### config.mk
export PLATFORM = sky130hd
export DESIGN_NAME = rfci_queue
export DESIGN_NICKNAME = d
export VERILOG_FILES = /design/src/rtl/core/rfci_pkg.sv /design/src/rtl/core/rfci_queue.sv
export SDC_FILE = /design/constraint.sdc
export NUM_CORES = 1
export LEC_CHECK = 0
export CAP_MARGIN = 5
export CORE_MARGIN = 2
export CORE_UTILIZATION = 28
export DETAILED_ROUTE_END_ITERATION = 8
export DONT_BUFFER_PORTS = 1
export REMOVE_ABC_BUFFERS = 1
export SETUP_SLACK_MARGIN = 0.05
export SLEW_MARGIN = 5
export SYNTH_ARGS = -nofsm -noshare
export SYNTH_HDL_FRONTEND = slang
export SYNTH_SLANG_ARGS = --single-unit
### constraint.sdc
create_clock -name clk -period 12.6 [get_ports clk]
set_clock_uncertainty 0.05 [all_clocks]
set_input_delay 0 -clock clk [delete_from_list [all_inputs] [get_ports clk]]
set_output_delay 0 -clock clk [all_outputs]
set_load 0.05 [all_outputs]
### src/rtl/core/rfci_pkg.sv
// ----------------------------------------------------------------------------
// rfci_pkg
// Shared types, codes and helpers for the ray / finite cylinder test unit.
// ----------------------------------------------------------------------------
package rfci_pkg;

  localparam int SAT_W = 72;
  localparam int QUEUE_DEPTH = 4;

  // result codes
  localparam logic [2:0] OUT_HIT      = 3'd0;
  localparam logic [2:0] OUT_NO_ROOT  = 3'd1;
  localparam logic [2:0] OUT_MISS     = 3'd2;
  localparam logic [2:0] OUT_CUT      = 3'd3;
  localparam logic [2:0] OUT_PARALLEL = 3'd4;

  // configuration register indexes
  localparam logic [2:0] REG_CENTRE_X  = 3'd0;
  localparam logic [2:0] REG_CENTRE_Y  = 3'd1;
  localparam logic [2:0] REG_CENTRE_Z  = 3'd2;
  localparam logic [2:0] REG_AXIS_X    = 3'd3;
  localparam logic [2:0] REG_AXIS_Y    = 3'd4;
  localparam logic [2:0] REG_AXIS_Z    = 3'd5;
  localparam logic [2:0] REG_RADIUS_SQ = 3'd6;

  localparam logic signed [31:0] PARALLEL_EPS = 32'sd4;

  localparam logic signed [SAT_W-1:0] S32_MAX = 72'sd2147483647;
  localparam logic signed [SAT_W-1:0] S32_MIN = -72'sd2147483648;

  typedef struct packed {
    logic signed [31:0] origin_x;
    logic signed [31:0] origin_y;
    logic signed [31:0] origin_z;
    logic signed [31:0] dir_x;
    logic signed [31:0] dir_y;
    logic signed [31:0] dir_z;
    logic [30:0]        current_dist;
    logic [30:0]        range_min;
    logic [30:0]        range_max;
    logic signed [31:0] cut_low;
    logic signed [31:0] cut_high;
  } ray_t;

  typedef struct packed {
    logic               hit;
    logic [30:0]        new_dist;
    logic signed [31:0] axial_pos;
    logic [2:0]         outcome;
  } result_t;

  typedef struct packed {
    logic [2:0][31:0] centre;
    logic [2:0][17:0] axis;
    logic [30:0]      radius_sq;
  } cfg_t;

  // what the back end needs of a ray once it is classified
  typedef struct packed {
    logic [2:0]         code;
    logic [2:0][31:0]   d;
    logic [2:0][32:0]   oc;
    logic [30:0]        cur;
    logic [30:0]        rmin;
    logic [30:0]        rmax;
    logic signed [31:0] cutl;
    logic signed [31:0] cuth;
  } carry_t;

  typedef struct packed {
    carry_t             carry;
    logic [63:0]        disc;
    logic signed [31:0] h;
    logic signed [31:0] a;
  } qitem_t;

  function automatic logic signed [31:0] sat32(input logic signed [SAT_W-1:0] v);
    if (v > S32_MAX) begin
      return 32'sh7fffffff;
    end else if (v < S32_MIN) begin
      return 32'sh80000000;
    end
    return v[31:0];
  endfunction

endpackage

### src/rtl/core/rfci_queue.sv
// ----------------------------------------------------------------------------
// rfci_queue
// Short FIFO between the classifying front end and the solving back end.
// ----------------------------------------------------------------------------
module rfci_queue (
  input  logic            clk,
  input  logic            rst,
  input  logic            push,
  input  rfci_pkg::qitem_t item_in,
  input  logic            pop,
  output rfci_pkg::qitem_t item_out,
  output logic            empty,
  output logic            full
);
  import rfci_pkg::*;

  localparam int PTR_W = $clog2(QUEUE_DEPTH);
  localparam int CNT_W = $clog2(QUEUE_DEPTH + 1);

  qitem_t           mem [QUEUE_DEPTH];
  logic [PTR_W-1:0] wptr;
  logic [PTR_W-1:0] rptr;
  logic [CNT_W-1:0] count;

  assign empty    = (count == '0);
  assign full     = (count == CNT_W'(QUEUE_DEPTH));
  assign item_out = mem[rptr];

  always_ff @(posedge clk) begin
    if (rst) begin
      wptr  <= '0;
      rptr  <= '0;
      count <= '0;
    end else begin
      if (push) begin
        wptr <= (wptr == PTR_W'(QUEUE_DEPTH - 1)) ? '0 : wptr + 1'b1;
      end
      if (pop) begin
        rptr <= (rptr == PTR_W'(QUEUE_DEPTH - 1)) ? '0 : rptr + 1'b1;
      end
      if (push && !pop) begin
        count <= count + 1'b1;
      end else if (pop && !push) begin
        count <= count - 1'b1;
      end
    end
  end

  always_ff @(posedge clk) begin
    if (push) begin
      mem[wptr] <= item_in;
    end
  end

endmodule

==> summary.md, run 1 <==
| Metric | Value |
|---|---|
| Status | `finished clean` |
| Syn Inst Count | `2567` |
| First-pass GRT wire length | `237000 um` |
| Unique masters post-synth | `20` |
| Setup ws final | `7.43 ns` |
| Post-synth top area cell | `edfxtp_1` |
| IO buf count | `0` |
| Worst-Margin Slew | `1.44 ns` |
| Core Region | `255000 um2` |
| Die area | `261000 um2` |
| Power per cell area | `164 nW/um2` |
| Final setup vio count | `0` |
| Syn avg cell area | `28.0 um2` |
| Gpl congestion | `0.773` |
| Area of the mapped netlist | `71800 um2` |
| CTS tree | `done` |
| Crit end category | `output pin` |
| Die W | `510 um` |
| Worst-Skew Late Latency | `0.82 ns` |
| Drt wl/cell | `23.3 um` |
| Hpwl dp | `98500 um` |
| WL final | `167000 um` |
| Post-synth ARST share | `0%` |
| Worst-path maximum fanout | `112` |
| Reg2reg path depth | `5` |
| Post-synth EDFFs | `1932` |
| Setup bufs post-CTS | `0` |
| Drt first pass iters | `5` |
| Post-Place Worst Slack | `8.32 ns` |
| I/O Pins | `972` |
| Sequential area share after synthesis | `81.0%` |
| Area Growth Syn to Fin | `27.7%` |
| Maximum VDD drop | `0.144 mV` |
| Reg-to-Reg End | `mem[3][263]$_DFFE_PP_` |
| Tcrit/Tclk final | `41.0%` |
| Reg power frac | `49.7%` |
| Via-per-instance ratio | `4.52` |
| Internal power | `11.1 mW` |
| DR vias | `32500` |
| GRT Overall Usage | `12.3%` |
| Type of the most critical hold path | `primary input to register` |
| Rel. slew slack | `4.30%` |
| Initial DRC Count | `2672` |
| CP Class | `register to output pin` |
| Post-synthesis register bit count | `1941` |
| CP Launch Type | `register` |
| Pin count of the biggest net entering global routing | `137` |
| H-tree Lvls | `4` |
| Die height | `510 um` |
| Placed Instances | `5855` |
| Clock root buffer | `clkbuf_16` |
| Reg2reg start | `wptr[0]$_SDFFE_PP0P_` |
| Clock power frac | `37.8%` |
| Std cell rows | `185` |
| Nets | `4158` |
| Vias in the first global route | `33900` |
| Final Hold Fails | `0` |
| Clock buffer depth | `3` |
| End of the worst hold path | `mem[3][259]$_DFFE_PP_` |
| Initial Utilization | `28.2%` |
| Flop-to-flop setup slack | `8.67 ns` |
| Required @ worst endpoint | `12.55 ns` |
| Hold path start | `push` |
| Max-slew violations | `0` |
| Leakage | `29.4 nW` |
| TritonCTS Sinks | `1941` |
| Max cap viols | `0` |
| RSZ-0062 raised after global routing | `false` |
| Uppermost layer routed | `met5` |
| Final min period | `5.17 ns` |
| Layout cells sized above 1 | `9.88%` |
| Most frequent cell after synthesis | `edfxtp_1` |
| Ys Warns | `0` |
| Reg clk slew, reported paths | `0.06 ns` |
| Final ANT Viol Nets | `0` |
| Fmax | `194 MHz` |
| Top_reg_cell synth | `edfxtp_1` |
| Post-Route M1 WL | `65800 um` |
| Synth cell count leaders | `edfxtp_1, mux4_1, mux4_2, buf_2, buf_6` |
| Initial antenna violation count | `8` |
| Gate power share | `12.4%` |
| Top cells by area, synth | `edfxtp_1, mux4_1, mux4_2` |
| Met2 wire length | `81800 um` |
| # DRC | `0` |
| WP data arrival | `5.12 ns` |
| Post-synth top area share | `80.8%` |
| Num CTS Buffers | `197` |
| Final Non-Filler Cells | `7197` |
| Sw Ratio | `25.9%` |
| Setup total negative slack | `0 ns` |
| Net Switching | `3.89 mW` |
| Met3 WL | `14600 um` |
| Hold_ws | `0.327 ns` |
| Hold Path Depth | `2` |
| Gr ovfl total | `0` |
==> cell usage in the layout (no fill, tap or decap), drive strengths merged <==
cell	instances
a21oi	2
and2	4
buf	30
bufinv	15
clkbuf	240
clkinv	90
clkinvlp	5
dfxtp	9
diode	6
dlygate4sd3	976
edfxtp	1932
fa	1
ha	6
inv	14
mux2i	4
mux4	483
nor2	7
nor3	1
nor3b	2
o21ai	1
or3	1
xor2	2
==> layout make-up <==
type                            instances  area (um2)
Antenna cell                            6        15.0
Clock buffer                          240        5110
Clock inverter                        120        1210
Inverter                                4        15.0
Tap cell                             3366        4210
Sequential cell                      1941       58200
Timing Repair Buffer                 1006       10200
Multi-Input combinational cell        514       12700
Fill cell                           22900      163000
==> routing by layer <==
layer	track usage, %	vias to the layer above
met5	0	-
met4	4.29	4
met3	4.31	277
met2	20.2	1272
met1	14.9	17100
li1	-	13900
==> flip-flops by register name, summed over array words and instances, names as in the netlist, named ones only <==
signal / count
mem: 1932
rptr: 2
count: 3
wptr: 2
==> worst max-delay path: stages (launching register included) <==
cell and delay (ns):
dfxtp_4 0.66, buf_4 0.74, buf_4 0.77, buf_12 0.57, mux4_1 0.99
==> per-stage QoR <==
step | cell area, um2 | util [%] | power, mW
after CTS | 91700 | 36.0 | 15.2
after global routing | 91700 | 36.0 | 15.5
after global placement | 75600 | 29.7 | 9.15
after detailed placement | 75600 | 29.7 | 9.16
after floorplan | 70900 | - | 9.09
final | 91700 | 36.0 | 15.0
==> power groups by stage <==
stage / Sequential [mW] / Combinational (mW) / Clock (mW)
2_1_floorplan: 7.79 / 1.31 / 0
5_1_grt: 7.49 / 1.94 / 6.08
6_report: 7.47 / 1.87 / 5.68
4_1_cts: 7.47 / 1.89 / 5.81
3_3_place_gp: 7.60 / 1.55 / 0
3_5_place_dp: 7.61 / 1.55 / 0
==> what timing repair did <==
item | in CTS | in global routing
hold buffers | 976 | 0
gates resized for setup | 0 | 0
hold endpoints to repair | 2144 | 0
endpoints found under the setup margin | 0 | 0
==> cells by family (layout without fill, tap and decap cells) <==
| family | after synthesis | after routing | synth area share, % |
|---|---|---|---|
| xor gates and xnor gates | 2 | 2 | 0.0244 |
| and+or+nand+nor | 15 | 15 | 0.108 |
| buffers and inverters | 112 | 1370 | 1.25 |
| DFF | 1941 | 1941 | 81.0 |
| adders and majority gates | 7 | 7 | 0.132 |
| other | 0 | 6 | 0 |
| AOI/OAI and AO/OA | 3 | 3 | 0.0209 |
| muxes | 487 | 487 | 17.4 |
==> how the worst max path moves through the flow <==
stage | startpoint | slack [ns] | end | cells past startpoint
floorplan | register | -4.43 | item_out[0] | 1
global placement | register | 8.35 | item_out[83] | 4
detailed placement | register | 8.32 | item_out[25] | 4
CTS | register | 7.39 | item_out[25] | 4
global route | register | 7.29 | item_out[25] | 4
finish | register | 7.43 | item_out[25] | 4
Note: power is estimated with default switching activity, not from simulation.
==> run 2: changes to the inputs <==
==> constraint.sdc (replaced) <==
create_clock -name clk -period 4.4 [get_ports clk]
set_clock_uncertainty 0.05 [all_clocks]
set_input_delay 0 -clock clk [delete_from_list [all_inputs] [get_ports clk]]
set_output_delay 0 -clock clk [all_outputs]
set_load 0.05 [all_outputs]
==> run 2 against run 1 <==
Effect of this change:
- power increased to 2.9 times the previous value
- non-clock buffer count grew 84
- hold slack got worse by 0.23 ns
- final area increased by 1.0%
- critical endpoint is now item_out[336]
- largest power group unchanged
==> summary.md, run 2 (same netlist as run 1, synthesis figures left out) <==
| Metric | Value |
|---|---|
| Status | `finished clean` |
| I/O Pins | `972` |
| Commonest non-fill, non-tap cell in the layout | `edfxtp_1` |
| Drt first pass iters | `5` |
| IO buf count | `0` |
| Max reg flops | `1932` |
| Num CTS Buffers | `197` |
| Final min period | `3.23 ns` |
| # DRC | `0` |
| DR vias | `33100` |
| Hold_ws | `0.102 ns` |
| Crit end category | `output pin` |
| Gr ovfl total | `0` |
| Grt met2 use | `21.0%` |
| Final Core Density | `36.4%` |
| Clock root buffer | `clkbuf_16` |
| Drt wl/cell | `24.3 um` |
| First-pass GRT wire length | `247000 um` |
| Fin area | `92600 um2` |
| TritonCTS Sinks | `1941` |
| Setup total negative slack | `0 ns` |
| Worst path depth | `2` |
| Largest register by flop count | `mem` |
| Final Hold Fails | `0` |
| Setup ws final | `1.17 ns` |
| Quantity of gates resized following cts | `0` |
| Delay-heaviest family, CP | `multiplexers` |
| Reg2reg path depth | `4` |
| Met3 usage | `4.88%` |
| Regs by FF count | `mem x1932, count x3` |
| WP data arrival | `3.18 ns` |
| Hpwl dp | `111000 um` |
| Global routing usage on met1 | `15.7%` |
| Type of the most critical hold path | `primary input to register` |
| Worst-Skew Late Latency | `0.80 ns` |
| Die height | `510 um` |
| WL final | `177000 um` |
| H-tree Lvls | `4` |
| Via-per-instance ratio | `4.54` |
| Max cap viols | `0` |
| Gpl congestion | `0.778` |
| Setup bufs post-CTS | `0` |
| Hold Path Depth | `3` |
| Worst-Margin Slew | `1.02 ns` |
| Leakage | `30.0 nW` |
| Fmax | `310 MHz` |
| Hold_buf cts | `975` |
| GRT Overall Usage | `13.0%` |
| Layout cells sized above 1 | `11.9%` |
| Nets | `4242` |
| Max-slew violations | `0` |
| Initial Utilization | `28.2%` |
| Rel. slew slack | `31.7%` |
| WP buf/inv | `1` |
| Initial DRC Count | `2735` |
| Vias in the first global route | `34800` |
| Worst-path cell chain | `buf_12 -> mux4_1` |
| Final ANT Viol Nets | `0` |
| CP Launch Type | `register` |
| Grt peak-use layer | `met2` |
| Tcrit/Tclk final | `73.3%` |
| Max stage delay on crit path | `0.96 ns` |
| Required @ worst endpoint | `4.35 ns` |
| Initial antenna violation count | `19` |
| Maximum VDD drop | `0.371 mV` |
| Core Region | `255000 um2` |
| Clock buffer depth | `3` |
| Die W | `510 um` |
| Worst-path maximum fanout | `104` |
| CP Class | `register to output pin` |
| Most frequent cells in the layout | `edfxtp_1, dlygate4sd3_1, mux4_1, clkbuf_16, buf_4` |
| Final setup vio count | `0` |
| Slowest stage cell, crit path | `mux4_1` |
| Die area | `261000 um2` |
| RSZ-0062 raised after global routing | `false` |
| Std cell rows | `185` |
| Reg clk slew, reported paths | `0.08 ns` |
| Area after DPL | `76400 um2` |
| Power per cell area | `469 nW/um2` |
| Pin count of the biggest net entering global routing | `105` |
| Post-Place Worst Slack | `1.91 ns` |
| Area Growth Syn to Fin | `29.0%` |
| CTS tree | `done` |
## run 2: final timing paths
kind / endpoint / slack, ns / startpoint
setup reg to reg: mem[3][376]$_DFFE_PP_ / 2.00 / wptr[0]$_SDFFE_PP0P_
hold reg to reg: register / 0.48 / rptr[1]$_SDFFE_PP0P_
hold / removal: wptr[0]$_SDFFE_PP0P_ / 0.10 / push
setup / recovery: item_out[336] / 1.17 / register
## run 2: worst min-delay path, cell delays in order
cell,delay (ns)
dlygate4sd3_1,0.67
mux2i_1,0.16
nor2_1,0.07
## run 2: report_power, final
group	internal, mW	switching (mW)	total [mW]
Combinational	1.53	3.98	5.50
Sequential	21.2	0.172	21.4
Clock	9.47	7.06	16.5
Total	32.2	11.2	43.4
## run 2: cell type report
class / instances / area (um2)
diodes: 13 / 32.5
multi-input cells: 514 / 12700
clock inverters: 125 / 1360
fillers: 22700 / 162000
flip-flops and latches: 1941 / 58200
inverters: 4 / 15.0
clock buffers: 237 / 5080
repair buffers: 1090 / 11000
well taps: 3366 / 4210
## run 2: metrics by stage
step,instances,total power [mW]
after global routing,7289,44.8
after global placement,5940,26.3
after detailed placement,5940,26.4
final,7290,43.4
after floorplan,2459,26.0
after CTS,7277,43.8
## run 2: per-layer routing
layer  up-vias  share of wire [%]
li1      14100                  -
met1     17400                 39
met2      1336                 48
met3       297                9.3
met4        12                3.6
met5         -              0.045
==> run 3: changes to the inputs <==
==> constraint.sdc (replaced) <==
create_clock -name clk -period 3.15 [get_ports clk]
set_clock_uncertainty 0.05 [all_clocks]
set_input_delay 0 -clock clk [delete_from_list [all_inputs] [get_ports clk]]
set_output_delay 0 -clock clk [all_outputs]
set_load 0.05 [all_outputs]
==> run 3 against run 2 <==
Effect of this change:
- final area up 1.2%
- critical endpoint is now item_out[246]
- critical path depth up 2
- sequential share of layout area down 0.76 points
- global-route usage up 0.13 points
- via count up 1.8%
==> summary.md, run 3 (same netlist as run 1, synthesis figures left out) <==
| Metric | Value |
|---|---|
| CP Launch Type | `register` |
| CTS tree | `done` |
| IO buf count | `0` |
| Required @ worst endpoint | `3.10 ns` |
| Gr ovfl total | `0` |
| Hold_ws | `0.373 ns` |
| Max reg flops | `1932` |
| Crit path top cell by count | `buf_4` |
| Initial antenna violation count | `7` |
| Hpwl dp | `114000 um` |
| Status | `finished clean` |
| # DRC | `0` |
| CP Class | `register to output pin` |
| Final setup vio count | `0` |
| Worst-Margin Slew | `0.979 ns` |
| Slowest stage cell, crit path | `mux4_1` |
| Initial Utilization | `28.2%` |
| Layout cells sized above 1 | `14.9%` |
| Clock buffer depth | `3` |
| Setup total negative slack | `0 ns` |
| RSZ-0062 raised after global routing | `false` |
| Final min period | `2.93 ns` |
| Via-per-instance ratio | `4.56` |
| Final Hold Fails | `0` |
| I/O Pins | `972` |
| Net Switching | `15.8 mW` |
| Commonest non-fill, non-tap cell in the layout | `edfxtp_1` |
| Crit end category | `output pin` |
| TritonCTS Sinks | `1941` |
| Final ANT Viol Nets | `0` |
| DR vias | `33700` |
| Max cap viols | `0` |
| Leakage | `30.6 nW` |
| Gate power share | `13.0%` |
| Worst-path maximum fanout | `30` |
| Nets | `4354` |
| Clock root buffer | `clkbuf_16` |
| Fmax | `342 MHz` |
| Filler cell count | `22700` |
| Std cell rows | `185` |
| Clock power frac | `38.6%` |
| Sw Ratio | `25.6%` |
| Power per cell area | `659 nW/um2` |
| WP data arrival | `2.88 ns` |
| Num CTS Buffers | `197` |
| Tcrit/Tclk final | `92.9%` |
| Max-slew violations | `0` |
| Max stage delay on crit path | `0.89 ns` |
| Die W | `510 um` |
| Gpl congestion | `0.772` |
| Die area | `261000 um2` |
| Initial DRC Count | `2952` |
| GRT Overall Usage | `13.1%` |
| Internal power | `45.9 mW` |
| Die height | `510 um` |
| Largest register by flop count | `mem` |
| Most frequent cells in the layout | `edfxtp_1, dlygate4sd3_1, mux4_1, clkbuf_16, buf_4` |
| First-pass GRT wire length | `251000 um` |
| H-tree Lvls | `4` |
| Maximum VDD drop | `0.676 mV` |
| Vias in the first global route | `35400` |
| Fin area | `93800 um2` |
| Reg power frac | `48.3%` |
| Area Growth Syn to Fin | `30.6%` |
| Rel. slew slack | `34.5%` |
| Pin count of the biggest net entering global routing | `79` |
| Drt wl/cell | `24.1 um` |
| Type of the most critical hold path | `primary input to register` |
| Core Region | `255000 um2` |
| Regs by FF count | `mem x1932, count x3` |
| Drt first pass iters | `5` |
| Reg clk slew, reported paths | `0.07 ns` |
| Flop-to-flop setup slack | `1.05 ns` |
| Area after DPL | `77300 um2` |
| Worst-Skew Late Latency | `0.80 ns` |
| Worst-path cell chain | `buf_4 -> buf_16 -> buf_4 -> mux4_1` |
| WL final | `178000 um` |
[run 3: worst paths after layout]
kind                           endpoint                   from  cells after the start
setup / recovery          item_out[246]               register                      4
hold reg to reg                register   rptr[0]$_SDFFE_PP0P_                      2
hold / removal    mem[3][437]$_DFFE_PP_           item_in[437]                      2
setup reg to reg  count[2]$_SDFFE_PP0P_  count[0]$_SDFFE_PP0P_                      5
[run 3: power groups by stage]
stage / combinational [mW] / clock, mW / sequential (mW)
floorplan: 5.23 / 0 / 31.1
global placement: 6.71 / 0 / 30.3
detailed placement: 6.70 / 0 / 30.4
CTS: 8.08 / 24.4 / 29.9
global route: 8.34 / 25.5 / 29.9
finish: 8.04 / 23.9 / 29.9
[run 3: metrics by stage]
step           worst slack (ns)  total power, mW  std cells  util [%]
2_1_floorplan            -13.88             36.4       2459         -
3_3_place_gp              0.915             37.1       6048      30.4
3_5_place_dp              0.902             37.1       6048      30.4
4_1_cts                  0.0222             62.4       7390      36.8
5_1_grt                  0.0865             63.7       7397      36.8
6_report                  0.224             61.8       7397      36.8
[run 3: final cells by class]
type | instances | area, um2 | area share (%)
inverters | 4 | 15.0 | 0.0160
diodes | 5 | 12.5 | 0.0133
clock buffers | 243 | 5120 | 5.46
clock inverters | 122 | 1570 | 1.67
flip-flops and latches | 1941 | 58200 | 62.1
well taps | 3366 | 4210 | 4.49
multi-input cells | 514 | 12600 | 13.5
repair buffers | 1202 | 12000 | 12.8
[run 3: layer usage]
metal	routed length, um	vias to the layer above	GRT usage [%]
met5	22	-	0
met4	6250	4	4.81
met3	17400	319	5.24
met2	85000	1436	21.1
met1	69800	17700	16.0
li1	-	14300	-
[run 3: what timing repair did]
| item | CTS | global route |
|---|---|---|
| pin swaps | 0 | 0 |
| resized for setup | 27 | 0 |
| endpoints found under the hold margin | 3535 | 0 |
| setup endpoints to repair | 47 | 71 |
| buffers inserted | 0 | 2 |
| hold buffers | 977 | 0 |
[run 3: critical path: cells and delay by family, from the launching register on]
family / cells / cell delay (ns)
buf+inv: 3 / 0.67
mux: 1 / 0.89
flops: 1 / 0.35
